[config.mk]
export PLATFORM = sky130hd
export DESIGN_NAME = mipd_front
export DESIGN_NICKNAME = d
export VERILOG_FILES = /design/src/design/mipd_pkg.sv /design/src/design/mipd_front.sv
export SDC_FILE = /design/constraint.sdc
export NUM_CORES = 1
export LEC_CHECK = 0
export BUFFER_PORTS_ARGS = -buffer_cell sky130_fd_sc_hd__buf_2
export CAP_MARGIN = 20
export CORE_UTILIZATION = 54
export CTS_CLUSTER_DIAMETER = 100
export DETAILED_ROUTE_END_ITERATION = 6
export PLACE_DENSITY = 0.82
export SYNTH_ARGS = -nofsm -noshare
export SYNTH_HDL_FRONTEND = slang
export SYNTH_SLANG_ARGS = --single-unit
[constraint.sdc]
create_clock -name clk -period 8.11 [get_ports clk]
set_input_delay 1.622 -clock clk [delete_from_list [all_inputs] [get_ports clk]]
set_output_delay 1.622 -clock clk [all_outputs]
set_load 0.005 [all_outputs]
[src/design/mipd_pkg.sv]
// Package for the minimum-image pair distance block.
// Holds shared widths, config register indexes and the front-to-back word type.
package mipd_pkg;

	localparam int COORD_WIDTH_DEF = 32;
	localparam int BOX_W           = 31;
	localparam int CFG_IDX_W       = 2;
	localparam int DATA_W          = 32;
	localparam int OUT_W           = 50;
	localparam int TERM_W          = 33;   // folded per-axis magnitude
	localparam int SQ_W            = 66;   // sum of three squares
	localparam int ROOT_W          = 34;   // floor sqrt of the sum
	localparam int QUEUE_DEPTH     = 4;
	localparam int QUEUE_AW        = 2;

	localparam logic [CFG_IDX_W-1:0] REG_BOX_X = 2'd0;
	localparam logic [CFG_IDX_W-1:0] REG_BOX_Y = 2'd1;
	localparam logic [CFG_IDX_W-1:0] REG_BOX_Z = 2'd2;

	typedef struct packed {
		logic              mode;
		logic [TERM_W-1:0] tx;
		logic [TERM_W-1:0] ty;
		logic [TERM_W-1:0] tz;
	} mipd_word_t;

endpackage

[src/design/mipd_front.sv]
// Front part: latches the input word and folds the three axes.
// Depends on mipd_pkg.
module mipd_front import mipd_pkg::*; #(
	parameter int COORD_WIDTH = COORD_WIDTH_DEF
) (
	input  logic                   clk,
	input  logic                   arst_n,
	input  logic                   in_take,
	input  logic                   mode,
	input  logic [COORD_WIDTH-1:0] ax,
	input  logic [COORD_WIDTH-1:0] ay,
	input  logic [COORD_WIDTH-1:0] az,
	input  logic [COORD_WIDTH-1:0] bx,
	input  logic [COORD_WIDTH-1:0] by,
	input  logic [COORD_WIDTH-1:0] bz,
	input  logic [BOX_W-1:0]       wx,
	input  logic [BOX_W-1:0]       wy,
	input  logic [BOX_W-1:0]       wz,
	input  logic                   out_take,
	output logic                   out_valid,
	output mipd_word_t             out_word
);

	function automatic logic [TERM_W-1:0] fold(
		input logic [COORD_WIDTH-1:0] a,
		input logic [COORD_WIDTH-1:0] b,
		input logic [BOX_W-1:0] w
	);
		logic signed [TERM_W:0] diff;
		logic [TERM_W-1:0] mag;
		logic signed [TERM_W+1:0] f;
		begin
			diff = (TERM_W+1)'($signed(a)) - (TERM_W+1)'($signed(b));
			mag  = diff[TERM_W] ? TERM_W'(-diff) : diff[TERM_W-1:0];
			if ({mag, 1'b0} > {3'b0, w}) begin
				f = $signed({3'b0, w}) - $signed({2'b0, mag});
				fold = f[TERM_W+1] ? TERM_W'(-f) : f[TERM_W-1:0];
			end else begin
				fold = mag;
			end
		end
	endfunction

	logic                   valid_s1;
	logic                   mode_s1;
	logic [COORD_WIDTH-1:0] ax_s1, ay_s1, az_s1, bx_s1, by_s1, bz_s1;

	// stage 1: capture; stage 2: fold result register
	logic s1_move;
	assign s1_move = !out_valid || out_take;

	always_ff @(posedge clk or negedge arst_n) begin
		if (!arst_n) begin
			valid_s1  <= 1'b0;
			out_valid <= 1'b0;
		end else begin
			if (s1_move) out_valid <= valid_s1;
			if (s1_move || !valid_s1) valid_s1 <= in_take;
		end
	end

	always_ff @(posedge clk) begin
		if (in_take) begin
			mode_s1 <= mode;
			ax_s1 <= ax; ay_s1 <= ay; az_s1 <= az;
			bx_s1 <= bx; by_s1 <= by; bz_s1 <= bz;
		end
		if (s1_move && valid_s1) begin
			out_word.mode <= mode_s1;
			out_word.tx   <= fold(ax_s1, bx_s1, wx);
			out_word.ty   <= fold(ay_s1, by_s1, wy);
			out_word.tz   <= fold(az_s1, bz_s1, wz);
		end
	end

endmodule

# Yosys cells after proc, flatten, opt, wreduce, memory -nomap -nowiden
# Index checks and enable logic that the tools add are counted.
# classes
add_sub_neg	12
magnitude_cmp	3
n_mux	9
reduce_logical	5
# op_table
operator	n
2-to-1 mux 33 bit	9
negator 33 bit	6
greater-than comparator 34 x 31 -> 1 bit	3
subtractor 31 x 33 -> 34 bit	3
subtractor 32 x 32 -> 33 bit	3
logical NOT 1 bit	2
logical OR 1 bit	2
logical AND 1 bit	1
# word_totals
ff_bits	295
inputBits	290
out_inout_bits	101
wordCells	42

# Depth between registers and ports, before layout
# depth
word_depth	7
depth_mapped	35
ltp_nobuf	32

# Worst setup path before layout
# No wires, ideal clock.
# synth_path
kind	flip-flop to flip-flop
from	register bz_s1[0]
to	register out_word[32] in the netlist's numbering (data pin)
setup_ps	255
t_arrival_ps	7909
required_time_ps	7855
slack_ps	-54
stages_incl_launch_ff	34
n_path_buf	3
synth_period_minus_slack_ps	8164
cell_sequence	edfxtp_1 -> ha_1 -> fa_1 -> nand3b_1 -> a211oi_2 -> o211ai_1 -> a211oi_1 -> nor2_1 -> o21ai_1 -> buf_4 -> clkbuf_1 -> clkbuf_1 -> nor2_1 -> xor2_1 -> ha_1 -> nor2b_1 -> o31a_1 -> o31a_1 -> o221ai_1 -> o21ai_0 -> o221a_2 -> o211a_1 -> a2111oi_0 -> nand3_1 -> a221oi_1 -> a22oi_1 -> maj3_2 -> maj3_2 -> a221oi_1 -> nor3_2 -> nor4_2 -> a21oi_1 -> xnor2_1 -> a31o_1
# synth_via
elab_chain_cells	7
word_cells_on_any_way	8
cone_classes	4 x add/sub; 1 x order compare; 3 x mux
# synth_lines
element	line	source
start: declaration	mipd_front.sv:46	logic [COORD_WIDTH-1:0] ax_s1, ay_s1, az_s1, bx_s1, by_s1, bz_s1;
start signal: assignment	mipd_front.sv:66	bx_s1 <= bx; by_s1 <= by; bz_s1 <= bz;
subtractor 32 x 32 -> 33 bit *	mipd_front.sv:33	diff = (TERM_W+1)'($signed(a)) - (TERM_W+1)'($signed(b));
negator 33 bit	mipd_front.sv:34	mag = diff[TERM_W] ? TERM_W'(-diff) : diff[TERM_W-1:0];
2-to-1 mux 33 bit *	mipd_front.sv:34	
subtractor 31 x 33 -> 34 bit	mipd_front.sv:36	f = $signed({3'b0, w}) - $signed({2'b0, mag});
negator 33 bit	mipd_front.sv:37	fold = f[TERM_W+1] ? TERM_W'(-f) : f[TERM_W-1:0];
2-to-1 mux 33 bit	mipd_front.sv:37	
2-to-1 mux 33 bit *	mipd_front.sv:35	if ({mag, 1'b0} > {3'b0, w}) begin
end: declaration	mipd_front.sv:21	output mipd_word_t out_word
# Mark *: on every way between the ends. The rest lies on a longest branch, timed or not.
# A chain may end at the register's enable or synchronous reset.

# Final worst setup path
# Same ends and word-level chain as after synthesis.

==> metrics.cfg <==
[logic_synthesis]
synth_top_family_by_area = compound AO/OA/AOI/OAI gates
syn_area_per_cell_um2 = 8.727
async_flop_share = 0.006780
synthMuxAreaShare = 0.01545
yosys-top-cells-area = edfxtp_1 30%, ha_1 11%, xnor2_1 6.8%
synth_seq_cells = 295
synth_seq_area_share = 0.3017
ys_types = 117
synthTopCellsByCount = 335 x inv_1, 293 x edfxtp_1, 274 x nor2_1
synth_adder_area_share = 0.1167
synth_xor_area_frac = 0.1116
yosys.area_share.simple = 0.1755
syn_area_um2 = 29320
yosysMostFrequentCell = inv_1
synth_top_area_share = 0.3000
synth_fp_nets = 3905
yosys_warnings = 0
synthFlopType = edfxtp_1
synth_edf_count = 293
yosysTopAreaCell = edfxtp_1
synth_compound_gate_area_share = 0.2229
syn-instance-count = 3360

[power]
pwr-share-seq = 0.198
p_comb_frac = 0.671
p_sw_frac = 0.4574
intPower_w = 0.006706
clkPwrFrac = 0.131
p_sw_w = 0.005652
ir_worst_vdd_mv = 0.2348
p_leak_nw = 14.61
power_density_nw_per_um2 = 365.5

[global_route]
top_usage_layer = met2
grt_max_degree = 103
use_met1 = 0.3988
grt_usage = 0.3011
grt_pass1_vias = 25610
globalRouteMet2Util = 0.5007
use_met3 = 0.04194
gr-total-overflow = 0
antenna_found_initial = 12
grt_first_pass_wirelength_um = 134100

[detailed_routing]
wl_um = 85640
ant_nets = 0
drt_iter0_drc = 2195
viasPerCell = 6.043
post-route-drc-count = 0
vias = 27230
dr.pass1.iters = 6
wire_per_inst_um = 19.01

[clock_tree]
clk_pin_slew_ns = 0.06
clock_path_buffers = 3
tritoncts = done
cts_buffers = 36
clock_latency_ns = 0.56
cts.sinks = 295
root_buffer = clkbuf_16
htreeDepth = 2

[worst_setup_path]
crit_required_ns = 8.41
path_max_fanout = 6
crit_path_top_delay_cell = fa_1
start_kind = register
critical_path_class = register to register
critPathCaptureType = register
critical_path.max_stage_delay_ns = 0.42
critPathArrivalTime_ns = 8.05

[place]
port_buffers = 390
dpl.hpwl_um = 68310
place_inst = 4429
place_area_um2 = 32360
gp_congestion = 0.9933

[die]
io_pins = 391
die_x_um = 235.0
core_um2 = 53710
die_area_um2 = 55240
start_util = 0.5460
rows = 85
chipHeight_um = 235.0

[layout]
layout.cells.non_filler = 4506
regArea_um2 = 8848
fill_cells = 4564
multiInputGateArea_um2 = 19090
areaGrowthSynthToFinish_pct = 15.29
fin_area_um2 = 33810
final_nets = 4319
drive_gt1_frac = 0.1759

[timing]
hold_violations = 0
fin_skew_ns = 0.01903
max_slew_margin = 0.3323
rsz0062_at_grt = true
post-route-min-period_ns = 7.747
worst_slew_pin_slew_ns = 0.9876
finalCritPeriodShare = 0.9552
max_freq_ghz = 0.1291
setup_viol = 0
final_max_slew_viol_count = 0

[flow_run]
cap_viol_max_count = 0

[hold_path]
hold_class = register to register

[status]
status = finished clean

power groups by stage:
stage	clock, W	combinational (W)	sequential [W]
floorplan	0	0.00589	0.00248
global placement	0	0.00789	0.00247
detailed placement	0	0.00800	0.00247
CTS	0.00165	0.00805	0.00245
global route	0.00169	0.00908	0.00247
finish	0.00162	0.00830	0.00245
metrics by stage:
step	utilization	hold WS (ns)	total power, W	setup TNS, ns	setup WS, ns
after floorplan	-	0.4003	0.008369	0	0.03008
after global placement	0.6025	0.4024	0.01035	0	0.4043
after detailed placement	0.6025	0.4268	0.01047	0	0.1383
after CTS	0.6238	0.4400	0.01215	0	0.1239
after global routing	0.6292	0.4483	0.01325	-0.2801	-0.1294
final	0.6295	0.4391	0.01236	0	0.3632
worst max-delay path: cells and delay by family (launching register included):
family	cells	cell delay, ns
and+or+nand+nor	7	1.50
DFF	1	0.37
AOI/OAI and AO/OA	16	3.08
xor gates and xnor gates	2	0.47
adders and majority gates	5	1.69
buffers and inverters	2	0.36
flip-flops by register name, summed over array words and instances (netlist names):
register / flops
out_word: 100
ax_s1: 32
ay_s1: 32
az_s1: 32
bx_s1: 32
by_s1: 32
bz_s1: 32
mode_s1: 1
out_valid: 1
valid_s1: 1
cells by family after synthesis:
| logic type | count (synthesis) |
|---|---|
| multiplexers | 44 |
| flip-flops | 295 |
| AO/OA/AOI/OAI | 948 |
| adder cells (fa/ha/maj) | 273 |
| AND/OR/NAND/NOR | 1009 |
| XOR/XNOR | 361 |
| buffers and inverters | 430 |
final timing paths:
kind / from / end / slack [ns] / depth (start not counted)
min reg2reg: mode_s1 / out_word[99] / 0.44 / 0
min in group asynchronous: arst_n / valid_s1 / 0.85 / 1
max in group asynchronous: arst_n / out_valid / 7.17 / 1
max reg2reg: bz_s1[0] / out_word[32] / 0.36 / 32
max: bz_s1[0] / out_word[32] / 0.36 / 32
min: mode_s1 / out_word[99] / 0.44 / 0
layer usage:
metal	vias to the layer above	share of wire
met5	-	0.00015
met4	2	0.033
li1	13230	-
met1	12720	0.42
met2	1134	0.47
met3	147	0.079
timing repair:
| item | 4_1_cts | 5_1_grt |
|---|---|---|
| gates resized for setup | 0 | 54 |
| setup buffers | 0 | 3 |
| hold buffers | 0 | 0 |
| setup endpoints to repair | 0 | 96 |
layout by cell type (no fill, tap or decap), drive strengths merged, types with 36 or more instances in the layout:
cell    instances
nor3           83
buf           467
a21o           77
nand2b         47
nand3          75
nand4          47
o21ai         181
o211ai         38
xnor2         232
xor2          124
nand2         212
a211oi         44
edfxtp        293
clkbuf         43
nor2          274
ha            249
inv           341
or3            39
a21oi         251
nor2b          36
o21a           43
area by class of cell:
class                      count  share of cell area
antenna                       12           0.0008882
clock buffer                  42             0.02794
clock inverter                20            0.005885
inverter                     338             0.03753
multi-input combinational   2635              0.5647
sequential                   295              0.2617
tap                          696             0.02576
timing repair buffer         468             0.07554
Note: power is estimated with default switching activity, not from simulation.
