===== src/design/mipd_pkg.sv =====
// Package for the minimum-image pair distance block.
// Holds shared widths, config register indexes and the front-to-back word type.
package mipd_pkg;

	localparam int COORD_WIDTH_DEF = 32;
	localparam int BOX_W           = 31;
	localparam int CFG_IDX_W       = 2;
	localparam int DATA_W          = 32;
	localparam int OUT_W           = 50;
	localparam int TERM_W          = 33;   // folded per-axis magnitude
	localparam int SQ_W            = 66;   // sum of three squares
	localparam int ROOT_W          = 34;   // floor sqrt of the sum
	localparam int QUEUE_DEPTH     = 4;
	localparam int QUEUE_AW        = 2;

	localparam logic [CFG_IDX_W-1:0] REG_BOX_X = 2'd0;
	localparam logic [CFG_IDX_W-1:0] REG_BOX_Y = 2'd1;
	localparam logic [CFG_IDX_W-1:0] REG_BOX_Z = 2'd2;

	typedef struct packed {
		logic              mode;
		logic [TERM_W-1:0] tx;
		logic [TERM_W-1:0] ty;
		logic [TERM_W-1:0] tz;
	} mipd_word_t;

endpackage


===== src/design/mipd_queue.sv =====
// Short queue between front and back parts.
// Depends on mipd_pkg.
module mipd_queue import mipd_pkg::*; (
	input  logic       clk,
	input  logic       arst_n,
	input  logic       push,
	input  mipd_word_t push_word,
	input  logic       pop,
	output logic       not_empty,
	output logic       not_full,
	output mipd_word_t head
);

	mipd_word_t            mem [QUEUE_DEPTH];
	logic [QUEUE_AW-1:0]   wr_q, rd_q;
	logic [QUEUE_AW:0]     cnt_q;

	assign not_empty = cnt_q != '0;
	assign not_full  = cnt_q != (QUEUE_AW+1)'(QUEUE_DEPTH);
	assign head      = mem[rd_q];

	always_ff @(posedge clk or negedge arst_n) begin
		if (!arst_n) begin
			wr_q  <= '0;
			rd_q  <= '0;
			cnt_q <= '0;
		end else begin
			if (push) wr_q <= wr_q + 1'b1;
			if (pop)  rd_q <= rd_q + 1'b1;
			cnt_q <= cnt_q + (QUEUE_AW+1)'(push) - (QUEUE_AW+1)'(pop);
		end
	end

	always_ff @(posedge clk) begin
		if (push) mem[wr_q] <= push_word;
	end

endmodule


===== config.mk =====
export PLATFORM = sky130hd
export DESIGN_NAME = mipd_queue
export DESIGN_NICKNAME = d
export VERILOG_FILES = /design/src/design/mipd_pkg.sv /design/src/design/mipd_queue.sv
export SDC_FILE = /design/constraint.sdc
export NUM_CORES = 1
export LEC_CHECK = 0
export BUFFER_PORTS_ARGS = -buffer_cell sky130_fd_sc_hd__buf_2
export CAP_MARGIN = 20
export CORE_MARGIN = 3
export CORE_UTILIZATION = 45
export DETAILED_ROUTE_END_ITERATION = 8
export PLACE_DENSITY = 0.69
export SLEW_MARGIN = 20
export SYNTH_ARGS = -nofsm -noshare
export SYNTH_HDL_FRONTEND = slang
export SYNTH_SLANG_ARGS = --single-unit

===== constraint.sdc =====
create_clock -name clk -period 7.12 [get_ports clk]
set_input_delay 0.356 -clock clk [delete_from_list [all_inputs] [get_ports clk]]
set_output_delay 0.356 -clock clk [all_outputs]
set_load 0.02 [all_outputs]

### After elaboration in Yosys (flattened, before gate mapping)

Memory sizes are Yosys's and may differ from the RTL's.
Cells that the tools add are included.

* add/sub/neg operators: 4
* shift operators: 0
* $mul: 0
* equality and inequality tests: 1
* mux-type cells: 2
* order comparisons: 0
* reduce and logical (&&, ||, !) cells: 1
* div/mod/pow operators: 0
* bitwise gates (word level): 0

Operators with widths (number)
* 2-bit by 1-bit adder with 2-bit output, second input constant: 2
* 3-bit by 1-bit adder with 3-bit output: 1
* 3-bit != test, second input constant: 1
* 3-bit nonzero test: 1
* 3-bit by 1-bit subtractor with 3-bit output: 1
* 1-bit 2-to-1 mux: 2

* RAM bits: 400
* output and inout port bits: 102
* word-level logic and storage cells: 12
* memories kept: 1
* bits in read-only memories: 0
* register bits: 7
* bits in latches: 0

Memories
* mem: depth 4, bits a word 100, rd ports 1, clocked after Yosys merged registers in 0, wr ports 1, RTL line mipd_queue.sv:14 `mipd_word_t mem [QUEUE_DEPTH];`

### Logic depth before layout (Yosys ltp)

Gate-level depths: netlist of run 1.

* depth in word-level cells: 2
* depth in mapped cells: 8

### Worst setup path after synthesis of run 1

OpenSTA, ideal clock, no wires.

* kind: register to register
* from: reg wr_q[0]
* to: mem mem[2][0] (netlist bit), enable pin
* data required time: 6.650 ns
* library setup time: 0.470 ns
* path buffers: 0
* cell stages (with the launch flop): 4
* setup slack: 3.724 ns
* arrival: 2.926 ns
* cell sequence: dfrtp_1 > inv_1 > ha_1 > and2_1

RTL lines
* from (decl): RTL line mipd_queue.sv:15 `logic [QUEUE_AW-1:0] wr_q, rd_q;`
* from (signal assigned): RTL line mipd_queue.sv:28 `if (push) wr_q <= wr_q + 1'b1;`
* to (decl): RTL line mipd_queue.sv:14

Straight into the memory's write port.

==> results.py, run 1 <==
metrics = {
    "drt": {
        "wl_per_cell_um": 21.5,
        "drtIter0Drc": 338,
        "ant_nets": 0,
        "drcViolationCount": 0,
        "vias": 6565,
        "drt-pass1-iter-count": 5,
        "via_per_inst": 5.21,
        "wirelength_um": 27100,
    },
    "yosys": {
        "yosysWarningCount": 0,
        "synth_cell_types": 17,
        "syn-cell-area_um2": 14800,
        "syn-mean-instance-area_um2": 26.6,
        "ys_ff_latch": 407,
        "synthCells": 557,
        "syn_nets": 668,
        "yosysSeqAreaShare_pct": 82.2,
    },
    "clock_tree": {
        "post-cts-setup-buffers": 0,
        "clock_sinks": 407,
        "clk_latency_ps": 520,
        "path_clk_slew_ps": 60,
        "cts_tree": "yes",
        "root_buffer": "clkbuf_16",
        "cts_buffers": 42,
        "htreeDepth": 2,
        "clockBufferDepth": 3,
    },
    "cells_and_area": {
        "fillers": 2456,
        "area_growth_pct": 19.3,
        "final_common_cell": "edfxtp_1",
        "layout_common_cells": "edfxtp_1 (400), buf_2 (205), mux4_2 (100), clkbuf_16 (45), clkbuf_1 (13)",
        "finalCoreUtilization_pct": 55.2,
        "layout.nets": 903,
        "layout-drive-gt1-share_pct": 45.1,
    },
    "die": {
        "die_y_um": 187,
        "start_util_pct": 46.3,
        "fp.dieW_um": 187,
        "num_rows": 65,
        "fp.coreArea_um2": 32000,
        "dieArea_um2": 35200,
        "io_pins": 206,
    },
    "sta": {
        "hold_viol_final": 0,
        "fin_crit_ps": 3500,
        "relSlewSlack_pct": 33.2,
        "tightestPinTransition_ps": 1000,
        "rsz0062_at_grt": "no",
        "setup_violations": 0,
        "worst_hold_slack_ps": 42.5,
        "finalSetupTns_ps": 0,
        "max_freq_mhz": 286,
        "slew_violations": 0,
        "skew_ps": 11.3,
        "min_period_over_period_pct": 49.1,
    },
    "setup_path": {
        "worstPathRequired_ps": 6760,
        "endpoint_kind": "output port",
        "worstReg2RegEnd": "mem[2][96]",
        "r2r_setup_slack_ps": 4590,
        "rr_startpoint": "wr_q[0]",
        "critPathArrivalTime_ps": 3140,
        "crit_fanout": 44,
        "r2r_cells": 4,
        "crit_type": "reg -> out",
        "start_kind": "flip-flop",
    },
    "global_routing": {
        "grt_pass1_vias": 7249,
        "grt_max_degree": 63,
        "grt_usage_pct": 15.7,
        "grt_pass1_wl_um": 42800,
        "gr-total-overflow": 0,
        "antenna_found_initial": 4,
    },
    "power": {
        "total_power_mw": 7.72,
        "p_leak_nw": 6.03,
        "peakVddDrop_mv": 0.247,
        "cellPowerDensity_nw_per_um2": 437,
    },
    "placement": {
        "hpwl_um": 15700,
        "place_congestion": 0.668,
        "port_buffers": 205,
    },
    "min_path": {
        "holdPathStages": 2,
        "holdPathEnd": "rd_q[0]",
        "min_from": "pop",
        "hold_class": "in -> reg",
    },
    "flow_run": {
        "max_cap_viol_count": 0,
    },
    "status": {
        "outcome": "completed",
    },
}
[how the worst max path moves through the flow]
stage | depth (start not counted) | startpoint | endpoint | slack (ps)
6_report | 3 | rd_q[0] | head[37] | 3620
5_1_grt | 3 | rd_q[0] | head[37] | 3300
4_1_cts | 3 | rd_q[0] | head[13] | 3440
3_5_place_dp | 3 | rd_q[0] | head[37] | 4020
3_3_place_gp | 3 | rd_q[0] | head[91] | 4030
2_1_floorplan | 3 | wr_q[0] | mem[2][0] | 3720
[worst max-delay path, cell delays in order, from the launching register on]
cell and delay (ps):
dfrtp_4 940, buf_4 810, mux4_2 620, buf_2 180
[cells in the mapped netlist, drive strengths merged]
cell type | n | area [um2]
and2 | 4 | 25.0
buf | 21 | 166
clkbuf | 1 | 3.75
dfrtp | 7 | 175
edfxtp | 400 | 12000
fa | 1 | 20.0
ha | 6 | 75.1
inv | 6 | 22.5
mux4 | 100 | 2250
nand2 | 3 | 11.3
nor2 | 1 | 3.75
o21ai | 1 | 5.00
or3 | 1 | 6.26
xnor2 | 3 | 26.3
xor2 | 2 | 17.5
[power breakdown]
| part | internal [mW] | switching (mW) |
|---|---|---|
| registers | 3.14 | 0.215 |
| logic | 0.910 | 1.29 |
| clock network | 1.33 | 0.834 |
[kinds of logic (layout without fill, tap and decap cells)]
| group | after synthesis | count (layout) | share of synthesized area [%] |
|---|---|---|---|
| DFF | 407 | 407 | 82.2 |
| muxes | 100 | 100 | 15.2 |
| buffers and inverters | 28 | 294 | 1.30 |
| and+or+nand+nor | 9 | 9 | 0.312 |
| adders and majority gates | 7 | 7 | 0.642 |
| xor gates and xnor gates | 5 | 5 | 0.296 |
| AOI/OAI and AO/OA | 1 | 1 | 0.0337 |
| other | 0 | 1 | 0 |
[registers in the layout, summed over array words and instances (netlist names)]
register  cells
rd_q          2
wr_q          2
cnt_q         3
mem         400
[routing by layer]
| metal | global-route usage, % | vias to the layer above | wire length [um] |
|---|---|---|---|
| met3 | 4.35 | 50 | 1750 |
| met1 | 20.7 | 3453 | 11200 |
| met5 | 0 | - | 34 |
| met2 | 26.2 | 179 | 13400 |
| met4 | 4.36 | 6 | 629 |
| li1 | - | 2877 | - |
[through the flow]
step                worst slack (ps)  instances  area (um2)
finish                          3620       1259       17700
global route                    3300       1259       17700
floorplan                       3720        557       14800
detailed placement              4020       1182       16300
CTS                             3440       1258       17700
global placement                4030       1182       16300
[cell type report]
class	count	area [um2]	area share, %
Inverter	6	22.5	0.127
Clock buffer	58	1170	6.64
Sequential cell	407	12200	69.0
Clock inverter	17	203	1.15
Tap cell	435	544	3.08
Antenna cell	1	2.50	0.0142
Timing Repair Buffer	213	1090	6.16
Multi-Input combinational cell	122	2450	13.9
[what timing repair did]
| action | 4_1_cts | 5_1_grt |
|---|---|---|
| hold endpoints to repair | 7 | 0 |
| hold buffers | 1 | 0 |
| resized for setup | 0 | 0 |
Note: power is estimated with default switching activity, not from simulation.
==> run 2, diff against run 1 <==
--- a/config.mk
+++ b/config.mk
@@ -10,7 +10,7 @@
 export CORE_MARGIN = 3
 export CORE_UTILIZATION = 45
 export DETAILED_ROUTE_END_ITERATION = 8
-export PLACE_DENSITY = 0.69
+export PLACE_DENSITY = 0.72
 export SLEW_MARGIN = 20
 export SYNTH_ARGS = -nofsm -noshare
 export SYNTH_HDL_FRONTEND = slang
==> constraint.sdc (replaced) <==
create_clock -name clk -period 3 [get_ports clk]
set_input_delay 0.15 -clock clk [delete_from_list [all_inputs] [get_ports clk]]
set_output_delay 0.15 -clock clk [all_outputs]
set_load 0.02 [all_outputs]
==> run 2 against run 1 <==
Effect of this change: clock skew is 13 ps higher; sequential share of layout area is 4.5 points lower; clock-buffer cell count is 6 lower; power is 140% higher; combinational power grew to 2.6 times the previous value; die area stayed put; clock power is 140% higher; critical endpoint is now head[23].
==> results.py, run 2 (synthesized netlist as in run 1, its figures left out) <==
metrics = {
    "status": {
        "outcome": "completed",
    },
    "cells_and_area": {
        "layout_common_cells": "edfxtp_1 (400), buf_2 (205), dlygate4sd3_1 (103), mux4_2 (100), clkbuf_16 (43)",
        "fillers": 2315,
        "finalCoreUtilization_pct": 59.1,
        "largest-register": "mem",
        "largest_register_ffs": 400,
        "area_growth_pct": 27.7,
        "layout.nets": 1015,
        "layout-drive-gt1-share_pct": 41.3,
        "final_common_cell": "edfxtp_1",
        "largestRegisters": "mem: 400 flops, cnt_q: 3 flops",
    },
    "drt": {
        "vias": 6979,
        "ant_nets": 0,
        "drt-pass1-iter-count": 4,
        "drtIter0Drc": 381,
        "via_per_inst": 5.09,
        "wl_per_cell_um": 20.9,
        "wirelength_um": 28600,
        "drcViolationCount": 0,
    },
    "global_routing": {
        "grt_pass1_wl_um": 45500,
        "gr-total-overflow": 0,
        "grt_pass1_vias": 7833,
        "antenna_found_initial": 3,
        "grt_usage_pct": 16.6,
        "grt_max_degree": 40,
    },
    "sta": {
        "finalSetupTns_ps": 0,
        "fin_crit_ps": 2530,
        "relSlewSlack_pct": 60.2,
        "tightestPinTransition_ps": 597,
        "skew_ps": 24.5,
        "min_period_over_period_pct": 84.4,
        "hold_viol_final": 0,
        "slew_violations": 0,
        "rsz0062_at_grt": "no",
        "max_freq_mhz": 395,
        "setup_violations": 0,
    },
    "power": {
        "netSwitchingPower_mw": 5.64,
        "seqPwrFrac_pct": 42.0,
        "p_int_mw": 13.1,
        "power_frac_comb_pct": 30.4,
        "p_leak_nw": 6.55,
        "cellPowerDensity_nw_per_um2": 989,
        "clockPowerShare_pct": 27.6,
        "peakVddDrop_mv": 0.731,
        "total_power_mw": 18.7,
        "netSwitchingFraction_pct": 30.1,
    },
    "die": {
        "num_rows": 65,
        "start_util_pct": 46.3,
        "fp.dieW_um": 187,
        "fp.coreArea_um2": 32000,
        "io_pins": 206,
        "dieArea_um2": 35200,
        "die_y_um": 187,
    },
    "setup_path": {
        "endpoint_kind": "output port",
        "r2r_setup_slack_ps": 1200,
        "crit_fanout": 35,
        "critPathArrivalTime_ps": 2380,
        "worstReg2RegEnd": "mem[2][11]",
        "path_buf_inv": 2,
        "cp_slowest_cell": "dfrtp_4",
        "crit_type": "reg -> out",
        "worstPathRequired_ps": 2850,
        "cp_top_family": "flip-flops",
        "path_cells": "buf_12 -> mux4_2 -> buf_2",
        "rr_startpoint": "wr_q[0]",
        "r2r_cells": 4,
        "slowest_delay_ps": 730,
        "start_kind": "flip-flop",
    },
    "placement": {
        "hpwl_um": 16800,
        "port_buffers": 205,
        "place_congestion": 0.708,
    },
    "clock_tree": {
        "clock_sinks": 407,
        "root_buffer": "clkbuf_16",
        "cts_buffers": 41,
        "path_clk_slew_ps": 60,
        "cts_tree": "yes",
        "clockBufferDepth": 3,
        "post-cts-setup-buffers": 0,
        "htreeDepth": 2,
        "clk_latency_ps": 520,
    },
    "min_path": {
        "hold_class": "in -> async",
    },
    "flow_run": {
        "max_cap_viol_count": 0,
    },
}
==> run 2: metal layers <==
layer  track usage [%]  vias to the layer above  part of all wire [%]
li1                  -                     3101                     -
met1              21.9                     3625                    40
met2              27.9                      209                    52
met3              3.82                       44                   5.8
met4              4.79                        0                   2.2
met5                 0                        -                     0
==> run 2: layout make-up <==
class	instances	area, um2	share of cell area [%]
flip-flops and latches	407	12200	64.4
diodes	3	7.51	0.0397
clock buffers	52	1110	5.86
repair buffers	326	2320	12.2
well taps	435	544	2.88
multi-input cells	122	2450	13.0
inverters	6	22.5	0.119
clock inverters	20	275	1.45
==> run 2: worst max path at each step <==
| stage | endpoint | start | cells past startpoint |
|---|---|---|---|
| finish | head[23] | rd_q[0] | 3 |
| global route | head[23] | rd_q[0] | 3 |
| CTS | head[23] | rd_q[0] | 3 |
| detailed placement | head[14] | rd_q[0] | 3 |
| global placement | head[23] | rd_q[0] | 3 |
| floorplan | mem[2][0] | wr_q[0] | 3 |
==> run 2: stage by stage <==
| step | instance area [um2] | setup WS [ps] | cells | hold slack (ps) |
|---|---|---|---|---|
| floorplan | 14800 | 707 | 557 | -146 |
| global placement | 16500 | 955 | 1193 | -2.23 |
| detailed placement | 16500 | 967 | 1193 | -0.466 |
| CTS | 18900 | 383 | 1368 | 37.0 |
| global route | 18900 | 299 | 1371 | 58.2 |
| finish | 18900 | 468 | 1371 | 58.4 |
==> run 2: power by group through the flow <==
stage | clock network, mW | registers [mW] | logic, mW
after global routing | 5.55 | 7.97 | 6.09
after global placement | 0 | 7.95 | 5.63
final | 5.17 | 7.86 | 5.68
after CTS | 5.30 | 7.88 | 5.81
after detailed placement | 0 | 7.99 | 5.68
after floorplan | 0 | 7.74 | 4.03
==> run 2: what timing repair did <==
item / in CTS / in global routing
hold endpoints to repair: 412 / 0
hold buffers: 103 / 0
resized for setup: 0 / 0
==> run 3, diff against run 2 <==
--- a/config.mk
+++ b/config.mk
@@ -10,7 +10,7 @@
 export CORE_MARGIN = 3
 export CORE_UTILIZATION = 45
 export DETAILED_ROUTE_END_ITERATION = 8
-export PLACE_DENSITY = 0.72
+export PLACE_DENSITY = 0.69
 export SLEW_MARGIN = 20
 export SYNTH_ARGS = -nofsm -noshare
 export SYNTH_HDL_FRONTEND = slang
==> constraint.sdc (replaced) <==
create_clock -name clk -period 2.47 [get_ports clk]
set_input_delay 0.1235 -clock clk [delete_from_list [all_inputs] [get_ports clk]]
set_output_delay 0.1235 -clock clk [all_outputs]
set_load 0.02 [all_outputs]
==> run 3 against run 2 <==
Effect of this change: routed wire length increased by 0.62%; register-to-register slack lost 460 ps; critical path depth did not move; clock skew down 12 ps; utilization grew 0.27 points; clock power rose by 19%; setup slack lost 270 ps; die area unchanged; critical path type unchanged; largest cell class unchanged.
==> results.py, run 3 (synthesized netlist as in run 1, its figures left out) <==
metrics = {
    "setup_path": {
        "endpoint_kind": "output port",
        "cp_top_family": "multiplexers",
        "worstPathRequired_ps": 2350,
        "critPathArrivalTime_ps": 2150,
        "path_buf_inv": 2,
        "cp_slowest_cell": "mux4_2",
        "slowest_delay_ps": 580,
        "start_kind": "flip-flop",
        "crit_fanout": 36,
        "crit_type": "reg -> out",
        "path_cells": "buf_12 -> mux4_2 -> buf_2",
    },
    "cells_and_area": {
        "final_common_cell": "edfxtp_1",
        "finalCoreUtilization_pct": 59.3,
        "largest-register": "mem",
        "layout-drive-gt1-share_pct": 41.9,
        "largest_register_ffs": 400,
        "largestRegisters": "mem: 400 flops, cnt_q: 3 flops",
        "layout.nets": 1020,
        "area_growth_pct": 28.3,
        "layout_common_cells": "edfxtp_1 (400), buf_2 (205), dlygate4sd3_1 (104), mux4_2 (100), clkbuf_16 (45)",
    },
    "sta": {
        "max_freq_mhz": 440,
        "finalSetupTns_ps": 0,
        "min_period_over_period_pct": 92.0,
        "hold_viol_final": 0,
        "rsz0062_at_grt": "no",
        "tightestPinTransition_ps": 488,
        "skew_ps": 12.1,
        "layout_setup_ws_ps": 198,
        "relSlewSlack_pct": 67.5,
        "fin_crit_ps": 2270,
        "setup_violations": 0,
        "worst_hold_slack_ps": 349,
        "slew_violations": 0,
    },
    "global_routing": {
        "grt_max_degree": 38,
        "grt_pass1_vias": 7827,
        "gr-total-overflow": 0,
        "grt_pass1_wl_um": 45200,
        "grt_usage_pct": 16.6,
        "antenna_found_initial": 1,
    },
    "clock_tree": {
        "post-cts-setup-buffers": 0,
        "path_clk_slew_ps": 60,
        "clockBufferDepth": 3,
        "htreeDepth": 2,
        "clock_sinks": 407,
        "cts_tree": "yes",
        "cts_buffers": 42,
        "clk_latency_ps": 530,
        "root_buffer": "clkbuf_16",
    },
    "placement": {
        "place_congestion": 0.684,
        "place_ws_ps": 708,
        "port_buffers": 205,
        "hpwl_um": 17100,
    },
    "min_path": {
        "hold_class": "in -> reg",
    },
    "drt": {
        "wirelength_um": 28800,
        "via_per_inst": 5.12,
        "drt-pass1-iter-count": 5,
        "wl_per_cell_um": 20.9,
        "ant_nets": 0,
        "vias": 7067,
        "drtIter0Drc": 409,
        "drcViolationCount": 0,
    },
    "power": {
        "cellPowerDensity_nw_per_um2": 1190,
        "total_power_mw": 22.7,
        "p_leak_nw": 6.60,
        "peakVddDrop_mv": 0.794,
    },
    "die": {
        "dieArea_um2": 35200,
        "fp.coreArea_um2": 32000,
        "die_y_um": 187,
        "num_rows": 65,
        "fp.dieW_um": 187,
        "start_util_pct": 46.3,
        "io_pins": 206,
    },
    "flow_run": {
        "max_cap_viol_count": 0,
    },
    "status": {
        "outcome": "completed",
    },
}
## run 3: cell count changes in the layout (fill, tap and decap cells not counted), moves of 5 or more
cell,previous run,this run
clkbuf_8,0,6
buf_12,10,15
bufinv_16,7,2
clkinv_2,3,8
## run 3: layer usage
layer | routed length (um) | global-route usage, % | up-vias
met4 | 792 | 5.08 | 0
li1 | - | - | 3115
met2 | 14500 | 27.8 | 214
met5 | 0 | 0 | -
met3 | 1740 | 4.14 | 64
met1 | 11800 | 21.7 | 3674
## run 3: worst register-to-register path, stage by stage (launching register included)
cell and delay (ps):
dfrtp_1 420, inv_1 110, ha_1 150, and2_4 440
buf_12 280
## run 3: worst paths after layout
check,startpoint,to,slack [ps],cells after the start
worst max-delay path,rd_q[0],head[99],200,3
worst min-delay path,push_word[3],mem[0][3],350,2
worst max register to register,wr_q[0],mem[0][23],740,4
worst min register to register,wr_q[0],wr_q[0],530,1
max in group asynchronous,arst_n,rd_q[1],1540,3
min in group asynchronous,arst_n,cnt_q[0],610,3
## run 3: area by class of cell
| type | instances | area, um2 |
|---|---|---|
| repair buffers | 330 | 2410 |
| inverters | 6 | 22.5 |
| clock inverters | 17 | 136 |
| diodes | 2 | 5.00 |
| fillers | 2330 | 13000 |
| well taps | 435 | 544 |
| flip-flops and latches | 407 | 12200 |
| clock buffers | 60 | 1240 |
| multi-input cells | 122 | 2450 |
## run 3: stage by stage
stage,instance area [um2],std cells
detailed placement,16600,1196
finish,19000,1379
floorplan,14800,557
CTS,19000,1377
global placement,16600,1196
global route,19000,1378
## run 3: where the power goes
group          internal (mW)  leakage [nW]  switching, mW
registers               9.03          3.75          0.416
clock network           3.71         0.684           2.44
logic                   3.03          2.16           4.08
## run 3: timing repair
| action | CTS | global route |
|---|---|---|
| hold buffers | 104 | 0 |
| endpoints found under the hold margin | 412 | 0 |
| gates resized for setup | 0 | 0 |
